### src/rtl/core/ppm_pkg.sv
package ppm_pkg;

    // Store geometry
    localparam int CHANNELS = 8;
    localparam int IDX_W    = (CHANNELS > 1) ? $clog2(CHANNELS) : 1;

    // Field widths
    localparam int TIME_W = 16;
    localparam int CHI_W  = 8;
    localparam int THR_W  = 12;
    localparam int RCH_W  = 3;
    localparam int GOOD_W = 4;

    // Gap limits in timer ticks
    localparam logic [TIME_W-1:0] SYNC_GAP  = 16'd2700;
    localparam logic [TIME_W-1:0] MIN_PULSE = 16'd750;
    localparam logic [TIME_W-1:0] MAX_PULSE = 16'd2250;

    localparam logic [GOOD_W-1:0] GOOD_ALL        = 4'h F;
    localparam logic [THR_W-1:0]  THRESHOLD_RESET = 12'd985;

    // Command codes
    localparam logic CMD_EDGE = 1'b0;
    localparam logic CMD_READ = 1'b1;

    typedef struct packed {
        logic              command;
        logic [TIME_W-1:0] edge_time;
        logic [RCH_W-1:0]  read_channel;
    } t_in_item;

    typedef struct packed {
        logic [TIME_W-1:0] channel_width;
        logic              frame_sync;
        logic              failsafe_clear;
        logic              four_good;
    } t_out_item;

endpackage

### src/rtl/core/ppm_in_if.sv
interface ppm_in_if;
    logic                      valid;
    logic                      ready;
    logic                      command;
    logic [ppm_pkg::TIME_W-1:0] edge_time;
    logic [ppm_pkg::RCH_W-1:0]  read_channel;

    modport source (output valid, output command, output edge_time, output read_channel,
                    input ready);
    modport sink   (input valid, input command, input edge_time, input read_channel,
                    output ready);
endinterface

### src/rtl/core/ppm_out_if.sv
interface ppm_out_if;
    logic                       valid;
    logic                       ready;
    logic [ppm_pkg::TIME_W-1:0] channel_width;
    logic                       frame_sync;
    logic                       failsafe_clear;
    logic                       four_good;

    modport source (output valid, output channel_width, output frame_sync,
                    output failsafe_clear, output four_good, input ready);
    modport sink   (input valid, input channel_width, input frame_sync,
                    input failsafe_clear, input four_good, output ready);
endinterface

### src/rtl/core/ppm_in_reg.sv
module ppm_in_reg (
    input  logic              i_clk,
    input  logic              i_rst_n,
    ppm_in_if.sink            i_item,
    input  logic              i_advance,
    output logic              o_valid,
    output ppm_pkg::t_in_item o_item
);
    import ppm_pkg::*;

    logic     r_valid;
    t_in_item r_item;

    // Take a new item when empty or when the held one moves on
    assign i_item.ready = !r_valid || i_advance;

    always_ff @(posedge i_clk) begin
        if (!i_rst_n) begin
            r_valid <= 1'b0;
        end else if (i_item.ready) begin
            r_valid <= i_item.valid;
        end
    end

    // Hold payload unless a new item is taken
    always_ff @(posedge i_clk) begin
        if (i_item.valid && i_item.ready) begin
            r_item.command      <= i_item.command;
            r_item.edge_time    <= i_item.edge_time;
            r_item.read_channel <= i_item.read_channel;
        end
    end

    assign o_valid = r_valid;
    assign o_item  = r_item;
endmodule

### src/rtl/core/ppm_decode.sv
module ppm_decode (
    input  logic                      i_clk,
    input  logic                      i_rst_n,
    input  logic                      i_cfg_we,
    input  logic [ppm_pkg::THR_W-1:0] i_cfg_data,
    input  logic                      i_advance,
    input  ppm_pkg::t_in_item         i_item,
    output ppm_pkg::t_out_item        o_result
);
    import ppm_pkg::*;

    logic [THR_W-1:0]  r_threshold;
    logic [TIME_W-1:0] r_prev;
    logic [TIME_W-1:0] n_prev;
    logic [CHI_W-1:0]  r_index;
    logic [CHI_W-1:0]  n_index;
    logic [GOOD_W-1:0] r_good;
    logic [GOOD_W-1:0] n_good;
    logic [TIME_W-1:0] r_store [CHANNELS];

    logic [TIME_W-1:0] gap;
    logic [CHI_W-1:0]  rd_ext;
    logic [GOOD_W-1:0] mask_set;
    logic              store_we;
    t_out_item         result;

    assign gap    = i_item.edge_time - r_prev;
    assign rd_ext = CHI_W'(i_item.read_channel);

    // Decode one item against the current state
    always_comb begin
        n_prev   = r_prev;
        n_index  = r_index;
        n_good   = r_good;
        store_we = 1'b0;
        mask_set = r_good;
        result   = '0;
        case (i_item.command)
            CMD_READ: begin
                if (rd_ext < CHI_W'(CHANNELS)) begin
                    result.channel_width = r_store[rd_ext[IDX_W-1:0]];
                end
            end
            CMD_EDGE: begin
                n_prev = i_item.edge_time;
                if (gap > SYNC_GAP) begin
                    n_index           = '0;
                    result.frame_sync = 1'b1;
                end else begin
                    if (gap > MIN_PULSE && gap < MAX_PULSE
                        && r_index < CHI_W'(CHANNELS)) begin
                        store_we = 1'b1;
                        if (r_index < CHI_W'(GOOD_W)
                            && gap > TIME_W'(r_threshold)) begin
                            mask_set[r_index[1:0]] = 1'b1;
                        end
                        if (mask_set == GOOD_ALL) begin
                            n_good           = '0;
                            result.four_good = 1'b1;
                        end else begin
                            n_good = mask_set;
                        end
                    end
                    n_index               = r_index + 1'b1;
                    result.failsafe_clear = 1'b1;
                end
            end
            default: begin
                result = '0;
            end
        endcase
    end

    // Configuration register
    always_ff @(posedge i_clk) begin
        if (!i_rst_n) begin
            r_threshold <= THRESHOLD_RESET;
        end else if (i_cfg_we) begin
            r_threshold <= i_cfg_data;
        end
    end

    // Advance decoder state as the item moves to the result stage
    always_ff @(posedge i_clk) begin
        if (!i_rst_n) begin
            r_prev  <= '0;
            r_index <= '0;
            r_good  <= '0;
        end else if (i_advance) begin
            r_prev  <= n_prev;
            r_index <= n_index;
            r_good  <= n_good;
        end
    end

    // Pulse width store
    always_ff @(posedge i_clk) begin
        if (!i_rst_n) begin
            for (int k = 0; k < CHANNELS; k++) begin
                r_store[k] <= '0;
            end
        end else if (i_advance && store_we) begin
            r_store[r_index[IDX_W-1:0]] <= gap;
        end
    end

    assign o_result = result;
endmodule

### src/rtl/core/ppm_out_reg.sv
module ppm_out_reg (
    input  logic               i_clk,
    input  logic               i_rst_n,
    input  logic               i_load,
    input  ppm_pkg::t_out_item i_result,
    output logic               o_can_load,
    ppm_out_if.source          o_result
);
    import ppm_pkg::*;

    logic      r_valid;
    t_out_item r_result;

    // Room when empty or when the held item is taken this cycle
    assign o_can_load = !r_valid || o_result.ready;

    always_ff @(posedge i_clk) begin
        if (!i_rst_n) begin
            r_valid <= 1'b0;
        end else if (o_can_load) begin
            r_valid <= i_load;
        end
    end

    always_ff @(posedge i_clk) begin
        if (i_load && o_can_load) begin
            r_result <= i_result;
        end
    end

    assign o_result.valid          = r_valid;
    assign o_result.channel_width  = r_result.channel_width;
    assign o_result.frame_sync     = r_result.frame_sync;
    assign o_result.failsafe_clear = r_result.failsafe_clear;
    assign o_result.four_good      = r_result.four_good;
endmodule

### src/rtl/core/ppm_frame_decoder.sv
// PPM sum signal decoder.
// i_item carries either an edge event (command 0, with the 16-bit timer value
// of the edge) or a read request (command 1, with the channel to read).
// Each item gives exactly one result item on o_result: the stored width on a
// read, or the sync, failsafe-clear and four-good flags on an edge.
// i_cfg_we / i_cfg_data write the 12-bit failsafe threshold; write it only
// while no item is in flight.
// Flow: an accepted item is held in the input register, decoded from there,
// and its result is loaded into the result register as the item moves on.
// One item is accepted per cycle while the receiver takes results; the single
// decode stage between the input and result registers sets that rate.
// Reset (synchronous, active low) clears the previous edge time, the channel
// index, the good mask and all stored widths, and sets the threshold to 985.
// When the receiver stalls, the result register holds its item and the input
// register takes one more item; after that i_item.ready drops until the
// result is taken.
module ppm_frame_decoder (
    input  logic                      i_clk,
    input  logic                      i_rst_n,
    ppm_in_if.sink                    i_item,
    ppm_out_if.source                 o_result,
    input  logic                      i_cfg_we,
    input  logic [ppm_pkg::THR_W-1:0] i_cfg_data
);
    import ppm_pkg::*;

    logic      in_valid;
    t_in_item  in_item;
    t_out_item result;
    logic      can_load;
    logic      advance;

    // Move the held item on when the result stage has room
    assign advance = in_valid && can_load;

    ppm_in_reg u_in_reg (
        .i_clk     (i_clk),
        .i_rst_n   (i_rst_n),
        .i_item    (i_item),
        .i_advance (advance),
        .o_valid   (in_valid),
        .o_item    (in_item)
    );

    ppm_decode u_decode (
        .i_clk      (i_clk),
        .i_rst_n    (i_rst_n),
        .i_cfg_we   (i_cfg_we),
        .i_cfg_data (i_cfg_data),
        .i_advance  (advance),
        .i_item     (in_item),
        .o_result   (result)
    );

    ppm_out_reg u_out_reg (
        .i_clk      (i_clk),
        .i_rst_n    (i_rst_n),
        .i_load     (advance),
        .i_result   (result),
        .o_can_load (can_load),
        .o_result   (o_result)
    );
endmodule

### src/flat_wrapper.sv
// flat-port wrapper written by rule: the top's interface ports become plain ports
module ppm_frame_decoder_flat import ppm_pkg::*;
  (i_clk, i_rst_n, i_cfg_we, i_cfg_data, i_item_valid, i_item_command, i_item_edge_time, i_item_read_channel, i_item_ready, o_result_valid, o_result_channel_width, o_result_frame_sync, o_result_failsafe_clear, o_result_four_good, o_result_ready);
  ppm_in_if i_item_i ();
  ppm_out_if o_result_i ();
  input  logic i_clk;
  input  logic i_rst_n;
  input  logic i_cfg_we;
  input  logic [ppm_pkg::THR_W-1:0] i_cfg_data;
  input wire logic [$bits(i_item_i.valid)-1:0] i_item_valid;
  input wire logic [$bits(i_item_i.command)-1:0] i_item_command;
  input wire logic [$bits(i_item_i.edge_time)-1:0] i_item_edge_time;
  input wire logic [$bits(i_item_i.read_channel)-1:0] i_item_read_channel;
  output wire logic [$bits(i_item_i.ready)-1:0] i_item_ready;
  output wire logic [$bits(o_result_i.valid)-1:0] o_result_valid;
  output wire logic [$bits(o_result_i.channel_width)-1:0] o_result_channel_width;
  output wire logic [$bits(o_result_i.frame_sync)-1:0] o_result_frame_sync;
  output wire logic [$bits(o_result_i.failsafe_clear)-1:0] o_result_failsafe_clear;
  output wire logic [$bits(o_result_i.four_good)-1:0] o_result_four_good;
  input wire logic [$bits(o_result_i.ready)-1:0] o_result_ready;
  assign i_item_i.valid = i_item_valid;
  assign i_item_i.command = i_item_command;
  assign i_item_i.edge_time = i_item_edge_time;
  assign i_item_i.read_channel = i_item_read_channel;
  assign i_item_ready = i_item_i.ready;
  assign o_result_valid = o_result_i.valid;
  assign o_result_channel_width = o_result_i.channel_width;
  assign o_result_frame_sync = o_result_i.frame_sync;
  assign o_result_failsafe_clear = o_result_i.failsafe_clear;
  assign o_result_four_good = o_result_i.four_good;
  assign o_result_i.ready = o_result_ready;
  ppm_frame_decoder u_core (.i_clk(i_clk), .i_rst_n(i_rst_n), .i_item(i_item_i), .o_result(o_result_i), .i_cfg_we(i_cfg_we), .i_cfg_data(i_cfg_data));
endmodule
### config.mk
export PLATFORM = sky130hd
export DESIGN_NAME = ppm_frame_decoder_flat
export DESIGN_NICKNAME = d
export VERILOG_FILES = /design/src/rtl/core/ppm_pkg.sv /design/src/rtl/core/ppm_in_if.sv /design/src/rtl/core/ppm_out_if.sv /design/src/rtl/core/ppm_in_reg.sv /design/src/rtl/core/ppm_decode.sv /design/src/rtl/core/ppm_out_reg.sv /design/src/rtl/core/ppm_frame_decoder.sv /design/src/flat_wrapper.sv
export SDC_FILE = /design/constraint.sdc
export NUM_CORES = 1
export LEC_CHECK = 0
export ABC_CLOCK_PERIOD_IN_PS = 4700
export BUFFER_PORTS_ARGS = -buffer_cell sky130_fd_sc_hd__clkbuf_2
export CAP_MARGIN = 10
export CORE_ASPECT_RATIO = 0.6
export CORE_MARGIN = 5
export CORE_UTILIZATION = 29
export DETAILED_ROUTE_END_ITERATION = 7
export PLACE_DENSITY_LB_ADDON = 0.1
export SLEW_MARGIN = 20
export SYNTH_ARGS = -nofsm -noshare
export SYNTH_HDL_FRONTEND = slang
export SYNTH_HIERARCHICAL = 1
export SYNTH_SLANG_ARGS = --single-unit
### constraint.sdc
create_clock -name i_clk -period 4.7 [get_ports i_clk]
set_input_delay 0.47 -clock i_clk [delete_from_list [all_inputs] [get_ports i_clk]]
set_output_delay 0.47 -clock i_clk [all_outputs]
set_load 0.005 [all_outputs]
==> flow_summary.html <==
<table>
<tr><th>Metric</th><th>Value</th></tr>
<tr><th colspan="2">STA</th></tr>
<tr><td>Setup-violating endpoint count in the final report</td><td>0</td></tr>
<tr><td>Total count of max-transition violations in the final report</td><td>0</td></tr>
<tr><td>Endpoints failing hold</td><td>0</td></tr>
<tr><td>Tcrit/Tclk final</td><td>91.5%</td></tr>
<tr><td>Setup repair after global routing missed its margin</td><td>false</td></tr>
<tr><td>Relative slew slack</td><td>25.8%</td></tr>
<tr><td>Clock period minus final worst setup slack</td><td>4.30 ns</td></tr>
<tr><td>Worst setup skew after layout</td><td>0.0171 ns</td></tr>
<tr><td>Upper clock frequency limit</td><td>232 MHz</td></tr>
<tr><td>Transition at the pin with the smallest max-transition slack</td><td>1.11 ns</td></tr>
<tr><td>Setup tns final</td><td>0 ns</td></tr>
<tr><td>Tightest hold margin</td><td>0.119 ns</td></tr>
<tr><th colspan="2">Critical path</th></tr>
<tr><td>Largest fanout on the critical path</td><td>11</td></tr>
<tr><td>Worst-path cell with the longest stage delay</td><td>ha_1</td></tr>
<tr><td>WP data required</td><td>5.09 ns</td></tr>
<tr><td>CP Launch Type</td><td>flop</td></tr>
<tr><td>Longest individual stage delay on the worst path</td><td>0.44 ns</td></tr>
<tr><td>Reg-to-reg startpoint</td><td>u_core/u_in_reg/o_item[12]$_DFFE_PP_</td></tr>
<tr><td>Cells along the critical path</td><td>ha_1 -&gt; a21o_1 -&gt; a31oi_1 -&gt; o21ai_1 -&gt; a211o_1 -&gt; xnor2_1 -&gt; inv_1 -&gt; ha_1 -&gt; a21o_1 -&gt; o41ai_1 -&gt; maj3_1 -&gt; o21ai_0 -&gt; a221oi_1 -&gt; o41ai_2 -&gt; nor2_1</td></tr>
<tr><td>Critical path class</td><td>flop to flop</td></tr>
<tr><td>Crit path DAT</td><td>4.70 ns</td></tr>
<tr><td>CP Launch Point</td><td>u_core/u_in_reg/o_item[12]$_DFFE_PP_</td></tr>
<tr><td>Critical path endpoint category</td><td>flop</td></tr>
<tr><th colspan="2">Worst hold path</th></tr>
<tr><td>Hold Path Class</td><td>input port to flop</td></tr>
<tr><td>Min-Delay Startpoint</td><td>i_item_edge_time[12]</td></tr>
<tr><th colspan="2">Place</th></tr>
<tr><td>Buffers on Ports</td><td>57</td></tr>
<tr><td>Final HPWL DP</td><td>18.1 mm</td></tr>
<tr><td>Dpl cells</td><td>1326</td></tr>
<tr><td>Final weighted congestion of routability-driven global placement</td><td>0.798</td></tr>
<tr><th colspan="2">Route</th></tr>
<tr><td>Antenna-violating nets left</td><td>0</td></tr>
<tr><td>Routed wirelength normalized by instance count</td><td>19.4 um</td></tr>
<tr><td>Detailed Routing Iterations Pass 1</td><td>5</td></tr>
<tr><td>DRC marker count from the first detailed-route iteration</td><td>483</td></tr>
<tr><td>Routed Wire Length</td><td>26.6 mm</td></tr>
<tr><td>Number of vias per cell</td><td>4.64</td></tr>
<tr><td>Total number of vias</td><td>6348</td></tr>
<tr><td>Remaining DRCs</td><td>0</td></tr>
<tr><th colspan="2">Power</th></tr>
<tr><td>Cell-internal power</td><td>3.33 mW</td></tr>
<tr><td>Fraction of power consumed by sequential logic</td><td>47.1%</td></tr>
<tr><td>Power dissipated by switching net loads</td><td>1.18 mW</td></tr>
<tr><td>Clock share of power</td><td>38.8%</td></tr>
<tr><td>Power share of the combinational group</td><td>14.1%</td></tr>
<tr><td>Power per cell area</td><td>385 mW/mm^2</td></tr>
<tr><td>Net Sw Frac</td><td>26.1%</td></tr>
<tr><td>Peak ir drop on the vdd network</td><td>0.000208 V</td></tr>
<tr><td>Leakage power total</td><td>4.49 nW</td></tr>
<tr><th colspan="2">Logic synthesis</th></tr>
<tr><td>Top cell type by total area after synthesis</td><td>edfxtp_1</td></tr>
<tr><td>Proportion of synthesized chip area in sequential cells</td><td>58.5%</td></tr>
<tr><td>Flip-flop and latch count after synthesis</td><td>209</td></tr>
<tr><td>Leading cell types by total area after synthesis</td><td>edfxtp_1 50%, dfxtp_1 8.4%, mux4_2 7.2%, nor2_1 4.5%, ha_1 3.6%</td></tr>
<tr><td>Top-area cell type share of the netlist area</td><td>50.1%</td></tr>
<tr><td>Number of warnings issued by yosys</td><td>6</td></tr>
<tr><td>Leading cell types by count after synthesis</td><td>167 x edfxtp_1, 121 x nor2_1, 72 x nand2_1</td></tr>
<tr><td>Top-count cell post-synth</td><td>edfxtp_1</td></tr>
<tr><td>Synthesized instance count</td><td>796</td></tr>
<tr><td>Number of enable flip-flop cells after synthesis</td><td>167</td></tr>
<tr><td>Syn Std Cell Area</td><td>0.0100 sq mm</td></tr>
<tr><td>Distinct cell type count after synthesis</td><td>67</td></tr>
<tr><td>Asr flop ratio synth</td><td>0%</td></tr>
<tr><td>Average instance area after synthesis</td><td>12.6 sq um</td></tr>
<tr><td>Prevailing post-synth register cell</td><td>edfxtp_1</td></tr>
<tr><th colspan="2">Clock tree</th></tr>
<tr><td>CTS hold repair buffers</td><td>0</td></tr>
<tr><td>Buffer depth of the longest clock path</td><td>3</td></tr>
<tr><td>Number of H-tree levels</td><td>1</td></tr>
<tr><td>Clock transition at the register clock pins on the worst setup and hold paths after CTS</td><td>0.06 ns</td></tr>
<tr><td>Number of buffers created by CTS</td><td>23</td></tr>
<tr><td>Clock tree from TritonCTS</td><td>built</td></tr>
<tr><td>Num Clock Sinks</td><td>209</td></tr>
<tr><td>Root buffer cell</td><td>clkbuf_16</td></tr>
<tr><td>Postcts setup bufs</td><td>0</td></tr>
<tr><td>Number of gates given a new drive strength after cts</td><td>0</td></tr>
<tr><td>Clock insertion delay at the later pin of the skew report</td><td>0.52 ns</td></tr>
<tr><th colspan="2">Layout</th></tr>
<tr><td>Share of cells above drive strength 1</td><td>19.8%</td></tr>
<tr><td># nets final</td><td>959</td></tr>
<tr><td>Number of fillers in the final layout</td><td>3367</td></tr>
<tr><td>Final std cells w/o fill</td><td>1367</td></tr>
<tr><td>Antenna diode instance count</td><td>0</td></tr>
<tr><td>Area growth, synth to finish</td><td>17.0%</td></tr>
<tr><th colspan="2">Die</th></tr>
<tr><td>Core Footprint</td><td>0.0339 sq mm</td></tr>
<tr><td>DIE HEIGHT</td><td>154 um</td></tr>
<tr><td>Total Die Area</td><td>0.0385 sq mm</td></tr>
<tr><td>DIE WIDTH</td><td>250 um</td></tr>
<tr><td>Initial cell density of the core</td><td>29.5%</td></tr>
<tr><td>Top-level port count</td><td>58</td></tr>
<tr><td># rows</td><td>52</td></tr>
<tr><th colspan="2">Global route</th></tr>
<tr><td>GR Overflow Total</td><td>0</td></tr>
<tr><td>Global-route wire length before repair</td><td>40.6 mm</td></tr>
<tr><td>Initial antenna violation count</td><td>1</td></tr>
<tr><td>Total global routing track utilization</td><td>13.7%</td></tr>
<tr><td>Largest net degree at the start of global routing</td><td>33</td></tr>
<tr><td>Vias in the first global route</td><td>6296</td></tr>
<tr><th colspan="2">Run status</th></tr>
<tr><td>Run status</td><td>complete, no violations</td></tr>
<tr><th colspan="2">Job</th></tr>
<tr><td>Max Cap Viol</td><td>0</td></tr>
</table>
==> layout by cell type (no fill, tap or decap), types with 11 or more instances in the layout <==
cell and count:
a21o_1 14, a21boi_0 17, nand2_1 72, ha_1 29
edfxtp_1 167, mux4_2 32, dfxtp_1 42, buf_4 34
mux2i_1 23, clkbuf_16 23, nand4_1 11, nor2_1 121
clkbuf_2 57, nor2b_1 26, a21oi_1 11, conb_1 32
xor2_1 11, inv_1 40
==> worst max-delay path, delay by kind of cell (launching register included) <==
kind / cells / cell delay, ns
AO/OA/AOI/OAI: 9 / 2.15
adder cells (fa/ha/maj): 3 / 1.20
flip-flops: 1 / 0.39
XOR/XNOR: 1 / 0.23
buffers and inverters: 1 / 0.12
AND/OR/NAND/NOR: 1 / 0.09
==> area by class of cell <==
cell class	count	area [sq um]	share of cell area, %
flip-flops and latches	209	5860	50.0
multi-input cells	526	3880	33.1
clock buffers	30	602	5.14
well taps	459	574	4.90
repair buffers	91	541	4.61
inverters	41	154	1.31
clock inverters	11	110	0.940
==> per-layer routing <==
layer / wire length [um] / vias to the layer above / GRT usage (%)
met1: 15200 / 3127 / 23.5
met4: 406 / 0 / 2.35
met3: 1320 / 27 / 2.82
met2: 9630 / 135 / 17.3
met5: 0 / - / 0
li1: - / 3059 / -
==> power groups by stage <==
stage	Combinational (mW)	Sequential [mW]	Clock, mW
after global placement	0.636	2.16	0
after global routing	0.701	2.13	1.89
after detailed placement	0.634	2.16	0
after CTS	0.638	2.13	1.83
final	0.636	2.12	1.75
after floorplan	0.419	2.15	0
==> state kept, by name, summed over array words and instances (netlist names) <==
name,cells
u_core/u_out_reg/o_result.frame_sync,1
u_core/u_decode/r_good,4
u_core/u_decode/r_index,8
u_core/u_decode/r_threshold,12
u_core/u_decode/r_store,128
u_core/u_decode/r_prev,16
u_core/u_out_reg/o_result.four_good,1
u_core/u_in_reg/o_item,20
u_core/u_out_reg/o_result.failsafe_clear,1
u_core/u_out_reg/o_result.valid,1
u_core/u_in_reg/o_valid,1
u_core/u_out_reg/o_result.channel_width,16
==> per-stage QoR <==
stage	worst slack, ns	util, %	area (sq um)	power, mW
2_1_floorplan	0.784	-	10100	2.57
3_3_place_gp	0.266	32.4	11000	2.80
3_5_place_dp	0.284	32.4	11000	2.80
4_1_cts	0.306	34.5	11700	4.59
5_1_grt	0.0301	34.6	11700	4.73
6_report	0.398	34.6	11700	4.51
==> logic make-up after synthesis <==
| kind of cell | share of synthesized area (%) |
|---|---|
| and+or+nand+nor | 14.0 |
| DFF | 58.5 |
| AOI/OAI and AO/OA | 8.32 |
| buffers and inverters | 4.09 |
| muxes | 9.50 |
| adders and majority gates | 3.92 |
| xor gates and xnor gates | 1.62 |
| other | 0.0375 |
==> worst paths after layout <==
check / endpoint / slack (ns) / cells past startpoint
worst max-delay path: u_core/u_decode/r_good[2]$_SDFFE_PN0P_ / 0.40 / 15
worst min-delay path: u_core/u_in_reg/o_item[15]$_DFFE_PP_ / 0.12 / 1
worst max register to register: u_core/u_decode/r_good[2]$_SDFFE_PN0P_ / 0.40 / 15
worst min register to register: u_core/u_decode/r_prev[3]$_SDFFE_PN0P_ / 0.46 / 2
(Power assumes the default switching activity.)
